**src/sv/thread_run_queue_scheduler_top_assert.svh**
```systemverilog
// ----------------------------------------------------------------------------
// Assertion macros for the thread run queue scheduler
// Shared property forms, clocked on clk and disabled during reset.
// ----------------------------------------------------------------------------
`ifndef THREAD_RUN_QUEUE_SCHEDULER_TOP_ASSERT_SVH
`define THREAD_RUN_QUEUE_SCHEDULER_TOP_ASSERT_SVH

// Same-cycle implication.
`define TRQS_ASSERT_NOW(label, ante, cons, msg) \
	label: assert property (@(posedge clk) disable iff (!arst_n) (ante) |-> (cons)) \
		else $error(msg);

// Next-cycle implication.
`define TRQS_ASSERT_NEXT(label, ante, cons, msg) \
	label: assert property (@(posedge clk) disable iff (!arst_n) (ante) |=> (cons)) \
		else $error(msg);

`endif

```
**src/sv/trqs_pkg.sv**
```systemverilog
// ----------------------------------------------------------------------------
// trqs_pkg
// Types and constants shared by the run queue scheduler controller and datapath.
// ----------------------------------------------------------------------------
`default_nettype none

package trqs_pkg;

	localparam int N_THREADS = 16;
	localparam int SLOT_W    = 4;
	localparam int OP_W      = 3;

	typedef enum logic [OP_W-1:0] {
		OP_CREATE = 3'd0,
		OP_RESUME = 3'd1,
		OP_RESCHED = 3'd2,
		OP_PAUSE  = 3'd3,
		OP_FINISH = 3'd4
	} op_t;

	typedef enum logic [1:0] {
		SLOT_FREE     = 2'd0,
		SLOT_PAUSED   = 2'd1,
		SLOT_RUNNING  = 2'd2,
		SLOT_FINISHED = 2'd3
	} slot_st_t;

	typedef enum logic [2:0] {
		C_IDLE,
		C_EXEC,
		C_PUSH,
		C_POP,
		C_DONE
	} ctl_state_t;

	typedef struct packed {
		logic load_in;
		logic exec;
		logic push;
		logic pop;
		logic load_out;
	} dp_cmd_t;

	typedef struct packed {
		logic resched;
		logic push_cur;
		logic out_busy;
	} dp_status_t;

endpackage

`default_nettype wire

```
**src/sv/trqs_ctrl.sv**
```systemverilog
// ----------------------------------------------------------------------------
// trqs_ctrl
// Sequencer that steps one request through take-in, apply, tail insert and head
// pop when needed, and result load.
// ----------------------------------------------------------------------------
`default_nettype none

module trqs_ctrl (
	input  wire logic                clk,
	input  wire logic                arst_n,
	input  wire logic                s_tvalid,
	output logic                     s_tready,
	input  wire trqs_pkg::dp_status_t status,
	output trqs_pkg::dp_cmd_t        cmd
);

	trqs_pkg::ctl_state_t state_q, state_d;

	always_ff @(posedge clk or negedge arst_n) begin
		if (!arst_n) begin
			state_q <= trqs_pkg::C_IDLE;
		end else begin
			state_q <= state_d;
		end
	end

	always_comb begin
		state_d  = state_q;
		s_tready = 1'b0;
		cmd      = '0;
		case (state_q)
			trqs_pkg::C_IDLE: begin
				s_tready = 1'b1;
				if (s_tvalid) begin
					cmd.load_in = 1'b1;
					state_d     = trqs_pkg::C_EXEC;
				end
			end
			trqs_pkg::C_EXEC: begin
				cmd.exec = 1'b1;
				if (status.push_cur) begin
					state_d = trqs_pkg::C_PUSH;
				end else if (status.resched) begin
					state_d = trqs_pkg::C_POP;
				end else begin
					state_d = trqs_pkg::C_DONE;
				end
			end
			trqs_pkg::C_PUSH: begin
				cmd.push = 1'b1;
				state_d  = trqs_pkg::C_POP;
			end
			trqs_pkg::C_POP: begin
				cmd.pop = 1'b1;
				state_d = trqs_pkg::C_DONE;
			end
			trqs_pkg::C_DONE: begin
				if (!status.out_busy) begin
					cmd.load_out = 1'b1;
					state_d      = trqs_pkg::C_IDLE;
				end
			end
			default: begin
				state_d = trqs_pkg::C_IDLE;
			end
		endcase
	end

endmodule

`default_nettype wire

```
**src/sv/trqs_datapath.sv**
```systemverilog
// ----------------------------------------------------------------------------
// trqs_datapath
// Slot status table, run queue links, queue pointers, current thread and the
// result register.
// ----------------------------------------------------------------------------
`default_nettype none

`include "thread_run_queue_scheduler_top_assert.svh"

module trqs_datapath (
	input  wire logic                clk,
	input  wire logic                arst_n,
	input  wire trqs_pkg::dp_cmd_t   cmd,
	output trqs_pkg::dp_status_t     status,
	input  wire logic [7:0]          s_tdata,
	output logic                     m_tvalid,
	input  wire logic                m_tready,
	output logic [7:0]               m_tdata
);

	localparam int SW = trqs_pkg::SLOT_W;

	logic [trqs_pkg::OP_W-1:0] op_q;
	logic [SW-1:0]             id_q;
	logic                      once_q;

	trqs_pkg::slot_st_t        slot_st_q [trqs_pkg::N_THREADS];
	logic [SW-1:0]             link_q [trqs_pkg::N_THREADS];
	logic [SW-1:0]             head_q, tail_q, cur_q;
	logic                      nonempty_q, cur_vld_q, reject_q;

	logic [SW-1:0]             out_id_q;
	logic                      out_cv_q, out_qe_q, out_st_q, out_vld_q;

	trqs_pkg::slot_st_t        id_st;
	logic                      in_range;
	logic                      st_we;
	logic [SW-1:0]             st_waddr;
	trqs_pkg::slot_st_t        st_wdata;
	logic                      link_we;
	logic [SW-1:0]             link_waddr, link_wdata;
	logic [SW-1:0]             head_d, tail_d, cur_d;
	logic                      nonempty_d, cur_vld_d, reject_d;

	assign id_st    = slot_st_q[id_q];
	assign in_range = (32'(id_q) < trqs_pkg::N_THREADS);

	always_comb begin
		status.resched  = 1'b0;
		status.push_cur = 1'b0;
		case (op_q)
			trqs_pkg::OP_RESUME: begin
				status.resched  = once_q;
				status.push_cur = once_q && cur_vld_q;
			end
			trqs_pkg::OP_RESCHED: begin
				status.resched  = 1'b1;
				status.push_cur = cur_vld_q;
			end
			trqs_pkg::OP_PAUSE, trqs_pkg::OP_FINISH: begin
				status.resched = cur_vld_q;
			end
			default: begin
			end
		endcase
		status.out_busy = out_vld_q && !m_tready;
	end

	always_comb begin
		st_we      = 1'b0;
		st_waddr   = id_q;
		st_wdata   = trqs_pkg::SLOT_PAUSED;
		link_we    = 1'b0;
		link_waddr = id_q;
		link_wdata = head_q;
		head_d     = head_q;
		tail_d     = tail_q;
		nonempty_d = nonempty_q;
		cur_d      = cur_q;
		cur_vld_d  = cur_vld_q;
		reject_d   = reject_q;
		if (cmd.exec) begin
			reject_d = 1'b0;
			case (op_q)
				trqs_pkg::OP_CREATE: begin
					if (in_range && (id_st == trqs_pkg::SLOT_FREE ||
							id_st == trqs_pkg::SLOT_FINISHED)) begin
						st_we = 1'b1;
					end else begin
						reject_d = 1'b1;
					end
				end
				trqs_pkg::OP_RESUME: begin
					if (in_range && id_st == trqs_pkg::SLOT_PAUSED) begin
						st_we    = 1'b1;
						st_wdata = trqs_pkg::SLOT_RUNNING;
						head_d   = id_q;
						if (!nonempty_q) begin
							tail_d     = id_q;
							nonempty_d = 1'b1;
						end else begin
							link_we = 1'b1;
						end
					end else begin
						reject_d = 1'b1;
					end
				end
				trqs_pkg::OP_RESCHED: begin
				end
				trqs_pkg::OP_PAUSE, trqs_pkg::OP_FINISH: begin
					if (cur_vld_q) begin
						st_we    = 1'b1;
						st_waddr = cur_q;
						st_wdata = (op_q == trqs_pkg::OP_PAUSE) ?
							trqs_pkg::SLOT_PAUSED : trqs_pkg::SLOT_FINISHED;
					end else begin
						reject_d = 1'b1;
					end
				end
				default: begin
					reject_d = 1'b1;
				end
			endcase
		end else if (cmd.push) begin
			tail_d = cur_q;
			if (!nonempty_q) begin
				head_d     = cur_q;
				nonempty_d = 1'b1;
			end else begin
				link_we    = 1'b1;
				link_waddr = tail_q;
				link_wdata = cur_q;
			end
		end else if (cmd.pop) begin
			if (nonempty_q) begin
				cur_d     = head_q;
				cur_vld_d = 1'b1;
				if (head_q == tail_q) begin
					nonempty_d = 1'b0;
				end else begin
					head_d = link_q[head_q];
				end
			end else begin
				cur_d     = '0;
				cur_vld_d = 1'b0;
			end
		end
	end

	always_ff @(posedge clk or negedge arst_n) begin
		if (!arst_n) begin
			for (int i = 0; i < trqs_pkg::N_THREADS; i++) begin
				slot_st_q[i] <= trqs_pkg::SLOT_FREE;
			end
			head_q     <= '0;
			tail_q     <= '0;
			nonempty_q <= 1'b0;
			cur_q      <= '0;
			cur_vld_q  <= 1'b0;
			out_vld_q  <= 1'b0;
		end else begin
			if (st_we) begin
				slot_st_q[st_waddr] <= st_wdata;
			end
			head_q     <= head_d;
			tail_q     <= tail_d;
			nonempty_q <= nonempty_d;
			cur_q      <= cur_d;
			cur_vld_q  <= cur_vld_d;
			if (cmd.load_out) begin
				out_vld_q <= 1'b1;
			end else if (m_tready) begin
				out_vld_q <= 1'b0;
			end
		end
	end

	always_ff @(posedge clk) begin
		if (link_we) begin
			link_q[link_waddr] <= link_wdata;
		end
		if (cmd.load_in) begin
			op_q   <= s_tdata[2:0];
			id_q   <= s_tdata[6:3];
			once_q <= s_tdata[7];
		end
		reject_q <= reject_d;
		if (cmd.load_out) begin
			out_id_q <= cur_vld_q ? cur_q : '0;
			out_cv_q <= cur_vld_q;
			out_qe_q <= !nonempty_q;
			out_st_q <= reject_q;
		end
	end

	assign m_tvalid = out_vld_q;
	assign m_tdata  = {1'b0, out_st_q, out_qe_q, out_cv_q, out_id_q};

	`TRQS_ASSERT_NOW(a_push_running, cmd.push,
		cur_vld_q && slot_st_q[cur_q] == trqs_pkg::SLOT_RUNNING,
		"Tail insert of a current thread that is not running.")
	`TRQS_ASSERT_NOW(a_head_running, cmd.pop && nonempty_q,
		slot_st_q[head_q] == trqs_pkg::SLOT_RUNNING,
		"Head of the run queue is not a running thread.")
	`TRQS_ASSERT_NEXT(a_pop_current, cmd.pop && nonempty_q,
		cur_vld_q && slot_st_q[cur_q] == trqs_pkg::SLOT_RUNNING,
		"Popped thread did not become a running current thread.")

endmodule

`default_nettype wire

```
**src/sv/thread_run_queue_scheduler_top.sv**
```systemverilog
// ----------------------------------------------------------------------------
// thread_run_queue_scheduler_top
// Round-robin thread scheduler over 16 slots with a linked run queue.
//
//   Channel  Direction  Contents
//   s_*      in         request: op, thread_id, resched_now
//   m_*      out        result: current_id, current_valid, queue_empty, status
//
// A request goes from acceptance to its result in the output register through
// these steps in order: take it in, apply it, move a still running current
// thread to the queue tail, pop the queue head, load the result. The tail
// insert and head pop steps are taken only when the request calls for them.
// Reset clears all slots to free, empties the queue and leaves no current
// thread. A result not yet taken holds the sequencer before the next load.
// ----------------------------------------------------------------------------
`default_nettype none

module thread_run_queue_scheduler_top (
	input  wire logic       clk,
	input  wire logic       arst_n,
	input  wire logic       s_tvalid,
	output logic            s_tready,
	// [2:0] op, [6:3] thread_id, [7] resched_now
	input  wire logic [7:0] s_tdata,
	output logic            m_tvalid,
	input  wire logic       m_tready,
	// [3:0] current_id, [4] current_valid, [5] queue_empty, [6] status, [7] zero
	output logic [7:0]      m_tdata
);

	trqs_pkg::dp_cmd_t    cmd;
	trqs_pkg::dp_status_t status;

	trqs_ctrl u_ctrl (
		.clk      (clk),
		.arst_n   (arst_n),
		.s_tvalid (s_tvalid),
		.s_tready (s_tready),
		.status   (status),
		.cmd      (cmd)
	);

	trqs_datapath u_datapath (
		.clk      (clk),
		.arst_n   (arst_n),
		.cmd      (cmd),
		.status   (status),
		.s_tdata  (s_tdata),
		.m_tvalid (m_tvalid),
		.m_tready (m_tready),
		.m_tdata  (m_tdata)
	);

endmodule

`default_nettype wire

```
**config.mk**
```make
export PLATFORM = sky130hd
export DESIGN_NAME = thread_run_queue_scheduler_top
export DESIGN_NICKNAME = d
export VERILOG_FILES = /design/src/sv/trqs_pkg.sv /design/src/sv/trqs_ctrl.sv /design/src/sv/trqs_datapath.sv /design/src/sv/thread_run_queue_scheduler_top.sv
export VERILOG_INCLUDE_DIRS = /design/src /design/src/sv
export SDC_FILE = /design/constraint.sdc
export NUM_CORES = 1
export LEC_CHECK = 0
export ABC_AREA = 1
export BUFFER_PORTS_ARGS = -buffer_cell sky130_fd_sc_hd__buf_2
export CAP_MARGIN = 20
export CELL_PAD_IN_SITES_DETAIL_PLACEMENT = 1
export CELL_PAD_IN_SITES_GLOBAL_PLACEMENT = 1
export CORE_ASPECT_RATIO = 1.1
export CORE_MARGIN = 2
export CORE_UTILIZATION = 51
export DETAILED_ROUTE_END_ITERATION = 16
export GPL_TIMING_DRIVEN = 1
export PLACE_DENSITY = 0.93
export SLEW_MARGIN = 20
export SYNTH_ARGS = -nofsm -noshare
export SYNTH_HDL_FRONTEND = slang
export SYNTH_SLANG_ARGS = --single-unit
export TNS_END_PERCENT = 20
```
**constraint.sdc**
```tcl
create_clock -name clk -period 4.61 [get_ports clk]
set_input_delay 0.461 -clock clk [delete_from_list [all_inputs] [get_ports clk]]
set_output_delay 0.461 -clock clk [all_outputs]
set_load 0.02 [all_outputs]
```
======== Word-level counts from Yosys, hierarchy flattened ========
Memory sizes are Yosys's and may differ from the RTL's.
Index checks and enable logic that the tools add are counted.
storage, ports and cells
  memories kept ........................... 1
  bits in latches ......................... 0
  input port bits ......................... 12
  word-level logic and storage cells ...... 148
  bits in writable memories ............... 64
  bits in registers ....................... 66
  ROM bits ................................ 0
  output and inout bits ................... 10
cells by class
  add/sub/neg operators ................... 0
  order comparisons ....................... 3
  shifts and indexed selects .............. 0
  bitwise logic cells ..................... 4
  multipliers ............................. 0
  reductions and logical operators ........ 19
  equality and inequality tests ........... 17
  mux-type cells .......................... 73
  divide/modulo/power cells ............... 0
memory list
  memory             depth  bits a word  read ports  clocked after memory_dff  wr ports  RTL line             text
  u_datapath.link_q  16     4            1           0                         1         trqs_datapath.sv:28  logic [SW-1:0] link_q [trqs_pkg::N_THREADS];
operators by type and width
  kind                                                    number
  two-way mux 4 bit                                       22
  bitwise mux 32 bit                                      1
  two-way mux 1 bit                                       31
  one-hot mux 3 bit (5 select lines)                      1
  two-way mux 2 bit                                       7
  equality test 3 x 2 -> 1 bit (second input constant)    4
  two-way mux 3 bit                                       4
  >= comparator 5 bit (second input constant)             2
  NOT 4 -> 5 bit                                          2
  AND reduction 3 bit                                     3
  binary-select mux 2 bit (select 4 bit)                  1
  demux 2 bit (select 4 bit)                              1
  equality test 3 x 1 -> 1 bit (second input constant)    2
  equality test 3 bit (second input constant)             2
  logical NOT 3 bit                                       2
  inequality test 3 bit (second input constant)           2
  one-hot mux 1 bit (3 select lines)                      2
  AND reduction 6 bit                                     1
  nonzero test 3 bit                                      2
  < comparator 5 x 1 -> 1 bit (second input constant)     1
  equality test 4 bit                                     1
  inequality test 2 x 1 -> 1 bit (second input constant)  2
  inequality test 2 bit (second input constant)           2
  one-hot mux 1 bit (4 select lines)                      1
  other kinds (12)                                        17

======== Longest topological paths before layout ========
  depth after elaboration ................. 10
  mapped depth ............................ 17
  gate-level depth less buffers ........... 15

======== Cells and area by module ========
A second synthesis with hierarchy kept.
second synthesis, totals
  cells, all modules ...................... 722
  area, all modules ....................... 6448.7 um^2
modules (own cells, without submodules)
  module         times used  seq. area each (um^2)  cells each  area an instance (um^2)
  trqs_datapath  1           3578.4                 692         6258.5
  trqs_ctrl      1           75.1                   30          190.2

======== Worst setup path before layout ========
Ideal clock, no wire load.
  path kind ............................... register to register
  start point ............................. register u_datapath.id_q[0]
  end point ............................... memory u_datapath.link_q[12][0] in the netlist's numbering, enable pin
  data required time ...................... 4.281 ns
  slack ................................... 1.932 ns
  clock period less this slack ............ 2.678 ns
  stages on the path, launching flop included .. 16
  library setup time ...................... 0.329 ns
  path buffers ............................ 3
  arrival ................................. 2.349 ns
  cell sequence ........................... edfxtp_1 -> buf_2 -> clkinv_1 -> clkbuf_1 -> o21ai_0 -> o221ai_1 -> o211ai_1 -> nand2_1 -> ha_1 -> inv_1 -> nor2_1 -> nand2_1 -> buf_4 -> a21oi_4 -> nand3_1 -> nor2_1
on the way
  cells in the longest elaborated chain, start to end .. 10
  elaborated cells on any way between the ends .. 13
  those cells by class .................... eq/ne: 1; mux: 11; bitwise: 1
ends and longest elaborated chain
  element                                                RTL line              text
  start: declaration                                     trqs_datapath.sv:24   logic [SW-1:0] id_q;
  start signal: assignment                               trqs_datapath.sv:184  id_q <= s_tdata[6:3];
  NOT 4 -> 5 bit (implied by the code)                   trqs_datapath.sv:45   assign id_st = slot_st_q[id_q];
  binary-select mux 2 bit (select 4 bit)                 trqs_datapath.sv:45
  two-way mux 2 bit (implied by the code) (2 in series)  trqs_datapath.sv:45
  equality test 2 x 1 -> 1 bit                           trqs_datapath.sv:94   if (in_range && id_st == trqs_pkg::SLOT_PAUSED) begin
  two-way mux 1 bit                                      trqs_datapath.sv:94
  two-way mux 1 bit                                      trqs_datapath.sv:84   case (op_q)
  two-way mux 1 bit                                      trqs_datapath.sv:82   if (cmd.exec) begin
  two-way mux 1 bit                                      trqs_datapath.sv:179  if (link_we) begin
  two-way mux 1 bit (implied by the code)                trqs_datapath.sv:180  link_q[link_waddr] <= link_wdata;
  end: declaration                                       trqs_datapath.sv:28
Several ways; a longest one is shown, not always the timed one. The select of a mux whose other input is x is not followed.

======== Worst setup path in the final report ========
  start point ............................. register u_datapath.id_q[0]
  end point ............................... memory u_datapath.link_q[5][2] in the netlist's numbering, enable pin
The elaborated chain is that of the path after synthesis.

==> results.md <==
- Status: completed
- Final worst path period share: 0.8402
- Placed cell area: 6674 um^2
- Worst Max-Slew Pin Slew: 0.7434 ns
- WL/cell: 19.27 um
- CTS tree: done
- Slew margin rel.: 0.5044
- Final net count: 797
- Syn Area/Cell: 8.427 um^2
- R2r setup slk: 0.74 ns
- Largest net degree at the start of global routing: 51
- P&R area growth vs syn: 12.09%
- Synth top cells by count: 255 x nand2_1, 110 x nand3_1, 80 x edfxtp_1
- Initial cell density of the core: 0.5183
- # fillers: 1520
- Synth Flop Type: edfxtp_1
- Final HPWL DP: 12.88 mm
- DRC errors left: 0
- Post CTS Setup Buffer Count: 0
- Die area: 13660 um^2
- Syn_nets: 784
- Max Cap Violations: 0
- Worst clock skew: 0.008859 ns
- Worst Setup End Kind: flop
- Layout cells sized above 1: 0.1029
- CTS Buf Count: 17
- Area of the multi-input gates: 2352 um^2
- Port bufs: 20
- DR vias/cell: 5.709
- Routed Antenna Nets: 0
- Reg clk slew, reported paths: 0.06 ns
- Unique masters post-synth: 32
- Hold buffers post-CTS: 0
- Synth area leaders: edfxtp_1 37%, dfrtp_1 19%, nand2_1 15%, nand3_1 8.5%, inv_1 4.6%
- Vias in the first global route: 5875
- H-tree levels: 4
- Final setup fails: 0
- Pins Over Slew Limit: 0
- Worst flop-to-flop path endpoint: u_datapath.link_q[5][2]$_DFFE_PP_
- Mapped Area: 6497 um^2
- Register area share after synthesis: 0.5623
- Final hold vios: 0
- Initial antenna violation count: 0
- GRT overflow: 0
- Worst min-delay path category: in -> async
- Core box area: 12540 um^2
- Rows: 43
- Critical Path Start Type: flop
- Router iterations before antenna repair: 5
- GR Util All Layers: 0.2820
- Clk buf depth: 2
- R2R cell count: 13
- Vias post-DR: 5446
- Share of flip-flops with an asynchronous set or reset: 0.3846
- VDD IR max: 418.0 uV
- First-pass GRT wire length: 29.66 mm
- Final Instance Area: 7283 um^2
- Chip width: 111.6 um
- Pwr dens: 639.6 nW/um^2
- DRT Wirelength: 18.38 mm
- # IOs: 22
- Area fraction of the dominant cell type after synthesis: 0.3697
- Worst Path Required: 4.69 ns
- CTS Root Cell: clkbuf_16
- Setup TNS: 0 ns
- FF/Latch Area: 3654 um^2
- CP max FO: 19
- Syn Inst Count: 771
- PostCTS Resize Cnt: 0
- Fin crit period: 3.873 ns
- Yosys warning count: 0
- Peak Freq: 258.2 MHz
- Number of synthesized flops with an enable pin: 80
- RSZ-0062 raised after global routing: false
- Reg2reg start: u_datapath.id_q[0]$_DFFE_PP_
- Most common cell in the netlist: nand2_1
- Leading area contributor after synthesis: edfxtp_1
- Final RePlAce weighted congestion: 0.9584
- Clk sinks: 130
- Chip Height: 122.4 um
- #FFs+latches synth: 130
- ANT cells: 0
- Leakage power: 3.378 nW
- WS Path Type: reg -> reg
- CP Data Arrival Time: 3.95 ns
- Worst-Skew Late Latency: 0.42 ns
- Initial DRC Count: 309
-- critical path, stage by stage, from the launching register on --
cell and delay (ns):
edfxtp_1 0.70, clkinv_1 0.60, o21ai_0 0.39, o22ai_1 0.11
o211ai_1 0.20, nand2_1 0.08, inv_1 0.07, ha_1 0.20
inv_1 0.07, nor2_1 0.16, nand2_1 0.14, a21oi_4 0.24
nand3_1 0.22, nor2_1 0.34
-- through the flow --
step	utilization	instances	total power, mW	hold slack, ns	setup slack, ns
floorplan	-	771	2.745	0.1654	1.932
global placement	0.5324	921	3.168	0.4097	1.145
detailed placement	0.5324	921	3.280	0.4142	0.9725
CTS	0.5796	953	4.659	0.2023	0.8372
global route	0.5810	954	4.905	0.1289	0.3977
finish	0.5810	954	4.658	0.08385	0.7366
-- final cells by class --
class,count,area share
Clock buffer,18,0.05892
Clock inverter,14,0.02233
Inverter,87,0.04484
Multi-Input combinational cell,521,0.3230
Sequential cell,130,0.5016
Tap cell,157,0.02697
Timing Repair Buffer,27,0.02233
-- worst max path at each step --
stage / slack [ns] / cells after the start / to / startpoint
global route: 0.40 / 13 / u_datapath.link_q[5][1]$_DFFE_PP_ / u_datapath.id_q[0]$_DFFE_PP_
global placement: 1.15 / 13 / u_datapath.link_q[13][0]$_DFFE_PP_ / u_datapath.id_q[0]$_DFFE_PP_
floorplan: 1.93 / 15 / u_datapath.link_q[12][0]$_DFFE_PP_ / u_datapath.id_q[0]$_DFFE_PP_
detailed placement: 0.97 / 13 / u_datapath.link_q[5][1]$_DFFE_PP_ / u_datapath.id_q[0]$_DFFE_PP_
CTS: 0.84 / 13 / u_datapath.link_q[5][3]$_DFFE_PP_ / u_datapath.id_q[0]$_DFFE_PP_
finish: 0.74 / 13 / u_datapath.link_q[5][2]$_DFFE_PP_ / u_datapath.id_q[0]$_DFFE_PP_
-- where the power goes --
| part | internal [mW] | leakage, nW | total, mW | switching (mW) |
|---|---|---|---|---|
| clock | 0.847 | 0.286 | 1.35 | 0.502 |
| combinational | 0.426 | 1.70 | 1.56 | 1.14 |
| sequential | 1.52 | 1.40 | 1.75 | 0.223 |
-- metal layers --
layer / routed length [um] / vias up / global-route usage / part of all wire
met3: 650 / 50 / 0.04988 / 0.035
li1: - / 2533 / - / -
met1: 7205 / 2723 / 0.3212 / 0.39
met2: 9901 / 140 / 0.5178 / 0.54
met4: 622 / 0 / 0.1312 / 0.034
met5: 0 / - / 0 / 0
-- logic make-up (layout without fill, tap and decap cells) --
logic type                 count (synthesis)  after routing  synth area share
xor gates and xnor gates                   1              1          0.001348
and+or+nand+nor                          453            453            0.2975
buffers and inverters                    120            146           0.07568
adders and majority gates                  1              1          0.001925
DFF                                      130            130            0.5623
AOI/OAI and AO/OA                         65             65           0.06066
other                                      1              1         0.0005771
-- sequential cells by signal, indices dropped and copies added, names as in the netlist, 3 cells and up --
name                  cells
u_datapath.tail_q         4
u_ctrl.state_q            3
u_datapath.slot_st_q     32
u_datapath.link_q        64
u_datapath.out_id_q       4
u_datapath.id_q           4
u_datapath.cur_q          4
u_datapath.op_q           3
u_datapath.head_q         4
-- cell usage in the layout (no fill, tap or decap), types with 3 or more instances in the layout --
cell type and count:
nand2_1 255, edfxtp_1 80, o21ai_0 39, inv_1 79
dfrtp_1 50, clkinv_1 5, buf_4 7, nor2_1 66
buf_2 19, nor2_2 6, nand3_1 110, a21oi_1 7
nand2_2 6, clkinv_2 3, bufinv_16 3, o221ai_1 6
nor2_4 3, inv_2 5, clkbuf_16 17, o211ai_1 3
o22ai_1 7
Power figures use the tool's default switching activity.
